### src/utf8_stream_decoder_unit_defines.svh
// Assertion macros shared by the decoder RTL.
`ifndef UTF8_STREAM_DECODER_UNIT_DEFINES_SVH
`define UTF8_STREAM_DECODER_UNIT_DEFINES_SVH

// Same-cycle implication, checked out of reset.
`define U8SD_ASSERT_NOW(label, ante, cons, msg) \
  label: assert property (@(posedge clk) disable iff (rst) (ante) |-> (cons)) \
    else $error(msg);

// Next-cycle implication, checked out of reset.
`define U8SD_ASSERT_NEXT(label, ante, cons, msg) \
  label: assert property (@(posedge clk) disable iff (rst) (ante) |=> (cons)) \
    else $error(msg);

`endif

### src/u8sd_pkg.sv
package u8sd_pkg;

  localparam int unsigned HELD_DEPTH = 4;

  localparam logic [20:0] REPL_CP    = 21'h3F;  // '?'
  localparam logic [7:0]  LEAD2_MASK = 8'hE0;
  localparam logic [7:0]  LEAD2_VAL  = 8'hC0;
  localparam logic [7:0]  LEAD3_MASK = 8'hF0;
  localparam logic [7:0]  LEAD3_VAL  = 8'hE0;
  localparam logic [7:0]  LEAD4_MASK = 8'hF8;
  localparam logic [7:0]  LEAD4_VAL  = 8'hF0;

  localparam logic [2:0]  LEN_ONE   = 3'd1;
  localparam logic [2:0]  LEN_TWO   = 3'd2;
  localparam logic [2:0]  LEN_THREE = 3'd3;
  localparam logic [2:0]  LEN_FOUR  = 3'd4;

  // One classified text byte.
  typedef struct packed {
    logic [7:0] text_byte;
    logic       eot;
    logic [2:0] len;   // window length if this byte leads
    logic       cont;  // 10xxxxxx
  } beat_t;

  // Back-end status for checks at the top.
  typedef struct packed {
    logic       busy;
    logic [2:0] held_cnt;
    logic       pop;
  } back_stat_t;

  function automatic logic [2:0] win_len(input logic [7:0] c);
    logic [2:0] len;
    len = LEN_ONE;
    if ((c & LEAD2_MASK) == LEAD2_VAL) len = LEN_TWO;
    else if ((c & LEAD3_MASK) == LEAD3_VAL) len = LEN_THREE;
    else if ((c & LEAD4_MASK) == LEAD4_VAL) len = LEN_FOUR;
    return len;
  endfunction

endpackage

### src/u8sd_if.sv
interface u8sd_in_if (input logic clk);
  logic       valid;
  logic       ready;
  logic [7:0] text_byte;
  logic       end_of_text;

  modport source (output valid, text_byte, end_of_text, input ready);
  modport sink   (input valid, text_byte, end_of_text, output ready);
endinterface

interface u8sd_out_if (input logic clk);
  logic        valid;
  logic        ready;
  logic [20:0] code_point;
  logic        replaced;
  logic        last_of_run;

  modport source (output valid, code_point, replaced, last_of_run, input ready);
  modport sink   (input valid, code_point, replaced, last_of_run, output ready);
endinterface

### src/u8sd_front.sv
module u8sd_front
  import u8sd_pkg::*;
(
  u8sd_in_if.sink byte_stream,
  input  logic    push_ready,
  output logic    push_valid,
  output beat_t   push_data
);

  assign push_valid  = byte_stream.valid;
  assign byte_stream.ready = push_ready;

  always_comb begin
    push_data.text_byte = byte_stream.text_byte;
    push_data.eot       = byte_stream.end_of_text;
    push_data.len       = win_len(byte_stream.text_byte);
    push_data.cont      = (byte_stream.text_byte[7:6] == 2'b10);
  end

endmodule

### src/u8sd_queue.sv
module u8sd_queue
  import u8sd_pkg::*;
(
  input  logic  clk,
  input  logic  rst,
  input  logic  push_valid,
  input  beat_t push_data,
  output logic  push_ready,
  output logic  pop_valid,
  output beat_t pop_data,
  input  logic  pop
);

  beat_t      mem [2];
  logic       wr_ptr;
  logic       rd_ptr;
  logic [1:0] count;
  logic       do_push;
  logic       do_pop;

  assign push_ready = (count != 2'd2);
  assign pop_valid  = (count != 2'd0);
  assign pop_data   = mem[rd_ptr];
  assign do_push    = push_valid && push_ready;
  assign do_pop     = pop && pop_valid;

  always_ff @(posedge clk) begin
    if (do_push) begin
      mem[wr_ptr] <= push_data;
    end
  end

  always_ff @(posedge clk) begin
    if (rst) begin
      wr_ptr <= 1'b0;
      rd_ptr <= 1'b0;
      count  <= 2'd0;
    end else begin
      if (do_push) wr_ptr <= ~wr_ptr;
      if (do_pop)  rd_ptr <= ~rd_ptr;
      case ({do_push, do_pop})
        2'b10:   count <= count + 2'd1;
        2'b01:   count <= count - 2'd1;
        default: count <= count;
      endcase
    end
  end

endmodule

### src/u8sd_back.sv
module u8sd_back
  import u8sd_pkg::*;
(
  input  logic       clk,
  input  logic       rst,
  input  logic       q_valid,
  input  beat_t      q_data,
  output logic       q_pop,
  u8sd_out_if.source code_stream,
  output back_stat_t stat
);

  beat_t       held [HELD_DEPTH];
  logic [2:0]  held_cnt;
  logic        busy;
  logic        eot_r;

  logic        out_valid;
  logic [20:0] out_cp;
  logic        out_repl;
  logic        out_last;

  beat_t       w  [HELD_DEPTH];
  beat_t       sh [HELD_DEPTH];
  logic [2:0]  wcnt;
  logic        weot;
  logic        have;
  logic        out_free;
  logic        advance;
  logic [2:0]  need;
  logic        ok;
  logic        emit;
  logic [20:0] res_cp;
  logic        res_repl;
  logic [2:0]  drop;
  logic [2:0]  rcnt;
  logic [2:0]  idx;
  logic        last;
  logic        busy_next;

  assign out_free = !out_valid || code_stream.ready;

  always_comb begin
    // working window: held bytes, plus the next queued byte when idle
    w     = held;
    wcnt  = held_cnt;
    weot  = eot_r;
    have  = busy;
    q_pop = 1'b0;
    if (!busy) begin
      have  = q_valid;
      q_pop = q_valid && out_free;
      if (q_valid) begin
        w[held_cnt[1:0]] = q_data;
        wcnt = held_cnt + 3'd1;
        weot = q_data.eot;
      end
    end
    advance = have && out_free;

    need = w[0].len;
    case (need)
      LEN_TWO:   ok = w[1].cont;
      LEN_THREE: ok = w[1].cont && w[2].cont;
      LEN_FOUR:  ok = w[1].cont && w[2].cont && w[3].cont;
      default:   ok = 1'b1;
    endcase

    emit     = 1'b1;
    res_cp   = REPL_CP;
    res_repl = 1'b1;
    drop     = 3'd1;
    if (wcnt < need) begin
      // incomplete window: wait, or give one '?' at end of text
      emit = weot;
      drop = weot ? wcnt : 3'd0;
    end else if (need == LEN_ONE) begin
      if (!w[0].text_byte[7]) begin
        res_cp   = {13'd0, w[0].text_byte};
        res_repl = 1'b0;
      end
    end else if (ok) begin
      res_repl = 1'b0;
      drop     = need;
      case (need)
        LEN_TWO:   res_cp = {10'd0, w[0].text_byte[4:0], w[1].text_byte[5:0]};
        LEN_THREE: res_cp = {5'd0, w[0].text_byte[3:0], w[1].text_byte[5:0],
                             w[2].text_byte[5:0]};
        default:   res_cp = {w[0].text_byte[2:0], w[1].text_byte[5:0],
                             w[2].text_byte[5:0], w[3].text_byte[5:0]};
      endcase
    end

    rcnt = wcnt - drop;
    for (int i = 0; i < HELD_DEPTH; i++) begin
      idx   = 3'(i) + drop;
      sh[i] = (idx < 3'(HELD_DEPTH)) ? w[idx[1:0]] : w[i];
    end

    // final result of this byte once nothing more can come out now
    last      = (rcnt == 3'd0) || ((rcnt < sh[0].len) && !weot);
    busy_next = emit && !last;
  end

  always_ff @(posedge clk) begin
    if (advance) begin
      held  <= sh;
      eot_r <= weot;
    end
    if (out_free && advance && emit) begin
      out_cp   <= res_cp;
      out_repl <= res_repl;
      out_last <= last;
    end
  end

  always_ff @(posedge clk) begin
    if (rst) begin
      held_cnt  <= 3'd0;
      busy      <= 1'b0;
      out_valid <= 1'b0;
    end else begin
      if (advance) begin
        held_cnt <= rcnt;
        busy     <= busy_next;
      end
      if (out_free) out_valid <= advance && emit;
    end
  end

  assign code_stream.valid       = out_valid;
  assign code_stream.code_point  = out_cp;
  assign code_stream.replaced    = out_repl;
  assign code_stream.last_of_run = out_last;

  assign stat.busy     = busy;
  assign stat.held_cnt = held_cnt;
  assign stat.pop      = q_pop;

endmodule

### src/utf8_stream_decoder_unit.sv
// UTF-8 byte stream to code point decoder.
// byte_stream (sink): one text byte per beat, end_of_text on the final byte.
// code_stream (source): one code point per beat; replaced marks a '?' that
//   stands in for malformed bytes, last_of_run marks the final result caused
//   by one input byte. A byte that only extends an open window gives no beat.
// Path: front classifies each byte (window length, continuation) and pushes
//   it into a 2-entry queue; the back end appends it to a 4-byte hold window
//   and resolves one result per unstalled cycle into the output register.
// A byte is registered in the queue, then its result in the output register.
// Throughput: 1 byte per cycle for ASCII and well-formed sequences while the
//   receiver takes every beat. A byte that yields k results (k up to 4, e.g. a
//   broken window replay) holds the back end until all k results are out.
// Reset (rst, synchronous): queue emptied, hold window cleared, no result.
// Receiver stall: the output register holds its beat; the back end stops,
//   the queue fills, and byte_stream.ready drops once two bytes are waiting.
module utf8_stream_decoder_unit
  import u8sd_pkg::*;
(
  input  logic       clk,
  input  logic       rst,
  u8sd_in_if.sink    byte_stream,
  u8sd_out_if.source code_stream
);

`include "utf8_stream_decoder_unit_defines.svh"

  logic       push_valid;
  logic       push_ready;
  beat_t      push_data;
  logic       q_valid;
  beat_t      q_data;
  logic       q_pop;
  back_stat_t stat;

  // classify incoming bytes
  u8sd_front u_front (
    .byte_stream (byte_stream),
    .push_ready  (push_ready),
    .push_valid  (push_valid),
    .push_data   (push_data)
  );

  // decouples the input handshake from the resolve loop
  u8sd_queue u_queue (
    .clk        (clk),
    .rst        (rst),
    .push_valid (push_valid),
    .push_data  (push_data),
    .push_ready (push_ready),
    .pop_valid  (q_valid),
    .pop_data   (q_data),
    .pop        (q_pop)
  );

  // window hold, decode, replay and output register
  u8sd_back u_back (
    .clk         (clk),
    .rst         (rst),
    .q_valid     (q_valid),
    .q_data      (q_data),
    .q_pop       (q_pop),
    .code_stream (code_stream),
    .stat        (stat)
  );

  // while replaying, something must still be held
  `U8SD_ASSERT_NOW(a_busy_held, stat.busy, stat.held_cnt != 3'd0, "busy with empty window")
  // between steps at most three bytes wait for their window
  `U8SD_ASSERT_NOW(a_idle_cnt, !stat.busy, stat.held_cnt <= 3'd3, "hold window overflow")
  // a non-final result means the back end still owes more for that byte
  `U8SD_ASSERT_NOW(a_run_open, code_stream.valid && !code_stream.last_of_run,
                   stat.busy, "run ended without last_of_run")
  // never pop from an empty queue, never pop mid-replay
  `U8SD_ASSERT_NOW(a_pop_ok, stat.pop, q_valid && !stat.busy, "bad queue pop")

endmodule

### src/flat_wrapper.sv
// flat-port wrapper written by rule: the top's interface ports become plain ports
module utf8_stream_decoder_unit_flat import u8sd_pkg::*;
  (clk, rst, byte_stream_valid, byte_stream_text_byte, byte_stream_end_of_text, byte_stream_ready, code_stream_valid, code_stream_code_point, code_stream_replaced, code_stream_last_of_run, code_stream_ready);
  u8sd_in_if byte_stream_i (.clk(clk));
  u8sd_out_if code_stream_i (.clk(clk));
  input  logic clk;
  input  logic rst;
  input wire logic [$bits(byte_stream_i.valid)-1:0] byte_stream_valid;
  input wire logic [$bits(byte_stream_i.text_byte)-1:0] byte_stream_text_byte;
  input wire logic [$bits(byte_stream_i.end_of_text)-1:0] byte_stream_end_of_text;
  output wire logic [$bits(byte_stream_i.ready)-1:0] byte_stream_ready;
  output wire logic [$bits(code_stream_i.valid)-1:0] code_stream_valid;
  output wire logic [$bits(code_stream_i.code_point)-1:0] code_stream_code_point;
  output wire logic [$bits(code_stream_i.replaced)-1:0] code_stream_replaced;
  output wire logic [$bits(code_stream_i.last_of_run)-1:0] code_stream_last_of_run;
  input wire logic [$bits(code_stream_i.ready)-1:0] code_stream_ready;
  assign byte_stream_i.valid = byte_stream_valid;
  assign byte_stream_i.text_byte = byte_stream_text_byte;
  assign byte_stream_i.end_of_text = byte_stream_end_of_text;
  assign byte_stream_ready = byte_stream_i.ready;
  assign code_stream_valid = code_stream_i.valid;
  assign code_stream_code_point = code_stream_i.code_point;
  assign code_stream_replaced = code_stream_i.replaced;
  assign code_stream_last_of_run = code_stream_i.last_of_run;
  assign code_stream_i.ready = code_stream_ready;
  utf8_stream_decoder_unit u_core (.clk(clk), .rst(rst), .byte_stream(byte_stream_i), .code_stream(code_stream_i));
endmodule
### config.mk
export PLATFORM = sky130hd
export DESIGN_NAME = utf8_stream_decoder_unit_flat
export DESIGN_NICKNAME = d
export VERILOG_FILES = /design/src/u8sd_pkg.sv /design/src/u8sd_if.sv /design/src/u8sd_front.sv /design/src/u8sd_queue.sv /design/src/u8sd_back.sv /design/src/utf8_stream_decoder_unit.sv /design/src/flat_wrapper.sv
export VERILOG_INCLUDE_DIRS = /design/src /design/src/src
export SDC_FILE = /design/constraint.sdc
export NUM_CORES = 1
export LEC_CHECK = 0
export BUFFER_PORTS_ARGS = -buffer_cell sky130_fd_sc_hd__buf_2
export CELL_PAD_IN_SITES_DETAIL_PLACEMENT = 0
export CELL_PAD_IN_SITES_GLOBAL_PLACEMENT = 1
export CORE_ASPECT_RATIO = 2
export CORE_UTILIZATION = 25
export DETAILED_ROUTE_END_ITERATION = 10
export HOLD_SLACK_MARGIN = 0.02
export PLACE_DENSITY_LB_ADDON = 0.1
export SLEW_MARGIN = 30
export SYNTH_ARGS = -nofsm -noshare
export SYNTH_HDL_FRONTEND = slang
export SYNTH_SLANG_ARGS = --single-unit
### constraint.sdc
create_clock -name clk -period 7.3 [get_ports clk]
set_clock_uncertainty 0.1 [all_clocks]
set_input_delay 0.73 -clock clk [delete_from_list [all_inputs] [get_ports clk]]
set_output_delay 0.73 -clock clk [all_outputs]
set_load 0.05 [all_outputs]
==> flow_summary_export.csv <==
group,metric,value,unit
run_status,status,"finished clean",
floorplanning,die_h,237,microns
synthesis,synth_top_area_frac,0.426,
place,place_congestion,0.871,
setup_path,critPathMaxFanout,61,
grt,grt_pass1_vias,5852,
clock_network,cts_tree,"built",
clock_network,cts_root_buf,"clkbuf_16",
floorplanning,design.die.area,0.0283,sq mm
routing,via_per_inst,5.22,
clock_network,cts_sinks,108,
timing,setup_viol,0,
floorplanning,die_w,120,microns
synthesis,synth_commonest_cells,"nand2_1, edfxtp_1, nor2_1, a21oi_1, o21ai_0",
grt,grt_pass1_wl,36.9,mm
place,preCtsSetupSlack,1.26,ns
synthesis,yosysWarnings,0,
synthesis,synthFlopType,"edfxtp_1",
synthesis,synth_edf_count,98,
flow_run,timing.max_cap.violations,0,
floorplanning,start_util,0.256,
floorplanning,ioPinCount,38,
floorplanning,core_area,0.0270,sq mm
timing,whs,0.426,ns
finish,layout-drive-gt1-share,0.126,
setup_path,end_kind,"flop",
setup_path,critPathKind,"reg -> reg",
timing,max_freq,0.165,GHz
grt,grt_max_degree,62,
timing,worst_pin_slew,1.05,ns
grt,grt_antenna_before_repair,0,
synthesis,synth_cell_type_count,66,
grt,overflow,0,
clock_network,clk_latency,0.38,ns
setup_path,critPathMaxStageDelay,0.57,ns
timing,report.final.slew_viol_count,0,
synthesis,avgSynthCellArea,9.13,sq um
grt,grtUsageTotal,0.181,
finish,final_nets,793,
routing,drt-pass1-iter-count,5,
setup_path,crit_chain,"inv_1, ha_1, inv_1, nor2_1, a21oi_2, inv_1, ha_1, or2_2, o41a_1, o32a_1, nand2_2, buf_4, mux2i_1, mux2i_1, o21a_1, ha_1, a21oi_1, nand3_1, a2111oi_0, a311o_1, o32ai_2",
setup_path,critPathTopFamily,"compound AO/OA/AOI/OAI gates",
setup_path,startpoint_type,"flop",
routing,drt_iter0_markers,324,
setup_path,slowest_stage,"o41a_1",
setup_path,critPathRequiredTime,7.45,ns
setup_path,critPathBufInv,4,
timing,fin_ws,1.24,ns
synthesis,seq_area_frac_synth,0.455,
timing,timing.final.crit_share,0.830,
timing,slew-limit-headroom,0.297,
clock_network,clkTransAtPathRegs,0.07,ns
synthesis,synth_top_area_cell,"edfxtp_1",
synthesis,synth_seq_cells,108,
synthesis,synth_fp_nets,782,
routing,wirelength,25.1,mm
routing,via_count,5851,
place,dpl.hpwl,18.6,mm
clock_network,cts_max_path_buffers,2,
synthesis,async_reset_ff_frac,0,
synthesis,synth_area_leaders,"edfxtp_1, mux2i_1, nand2_1",
clock_network,cts_setup_buffers,0,
routing,drc_errors,0,
clock_network,cts-buffers-inserted,9,
timing,rsz0062_at_grt,"false",
floorplanning,rows,85,
finish,area_delta_synth_final,11.8,%
synthesis,syn_area,0.00691,sq mm
clock_network,cts_resized,0,
synthesis,synthCells,756,
timing,min_period,6.06,ns
clock_network,h-tree-depth,3,
setup_path,arrival,6.21,ns
synthesis,yosysMostFrequentCell,"nand2_1",
routing,wl_per_cell,22.4,microns
place,port_buffers,37,
timing,tns,0,ns
clock_network,hold_buffers,0,
routing,final_antenna_net_count,0,
timing,hold_viol,0,
worst_hold_path,hold_class,"reg -> reg",
layout by cell type, fill, tap and decap left out, types with 4 or more instances in the layout:
cell,count
a211oi_1,18
a21oi_1,68
a221oi_1,13
a31oi_1,8
and3_1,4
buf_2,37
buf_4,18
clkbuf_16,9
dfxtp_1,10
edfxtp_1,98
ha_1,12
inv_1,16
mux2i_1,41
nand2_1,104
nand2b_1,8
nand3_1,9
nor2_1,90
nor2b_1,6
nor3_1,6
o211ai_1,5
o21a_1,4
o21ai_0,54
o21ai_1,19
o221ai_1,9
o22ai_1,19
or3_1,15
xnor2_1,5
area by class of cell:
type,count,area [sq um]
multi-input combinational,575,3470
clock buffer,10,229
sequential,108,3140
antenna,1,2.50
tap,348,435
inverter,18,67.6
clock inverter,6,46.3
timing repair buffer,55,320
fill,2966,19300
worst reg2reg max path: cells and delay by family (launching register included):
kind                     cells  cell delay (ns)
flip-flops                   1             0.41
buffers and inverters        4             1.06
AO/OA/AOI/OAI                8             2.21
multiplexers                 2             0.44
adder cells (fa/ha/maj)      3             0.78
AND/OR/NAND/NOR              4             0.94
metrics by stage:
step                instances  area [sq um]   util
global route             1120          7710  0.286
detailed placement       1104          7440  0.275
CTS                      1120          7710  0.286
finish                   1121          7720  0.286
global placement         1104          7430  0.275
floorplan                 756          6910      -
layer usage:
layer	track usage	share of wire
met5	0	0
met4	0.137	0.071
met3	0.0229	0.021
met2	0.344	0.56
met1	0.171	0.35
worst paths after layout:
kind,to,slack [ns],startpoint,depth (start not counted)
setup reg to reg,u_core.u_back.busy,1.24,u_core.u_back.held_cnt[0],21
setup / recovery,u_core.u_back.busy,1.24,u_core.u_back.held_cnt[0],21
hold / removal,u_core.u_queue.rd_ptr,0.43,u_core.u_queue.rd_ptr,2
hold reg to reg,u_core.u_queue.rd_ptr,0.43,u_core.u_queue.rd_ptr,2
kinds of logic after synthesis:
kind of cell,after synthesis,share of synthesized area
XOR/XNOR,9,0.0125
AND/OR/NAND/NOR,259,0.163
multiplexers,49,0.0736
AO/OA/AOI/OAI,245,0.226
adder cells (fa/ha/maj),13,0.0246
buffers and inverters,73,0.0448
flip-flops,108,0.455
flip-flops by register name, summed over array words and instances, names as in the netlist, 2 cells and up, named ones only:
name,count
u_core.u_queue.count,2
u_core.u_back.held,48
u_core.u_queue.mem,26
u_core.u_back.code_stream.code_point,21
u_core.u_back.held_cnt,3
Power is left out: the tool's default activity adds up to more than one toggle a clock period on the data nets, which glitch-free logic cannot reach.
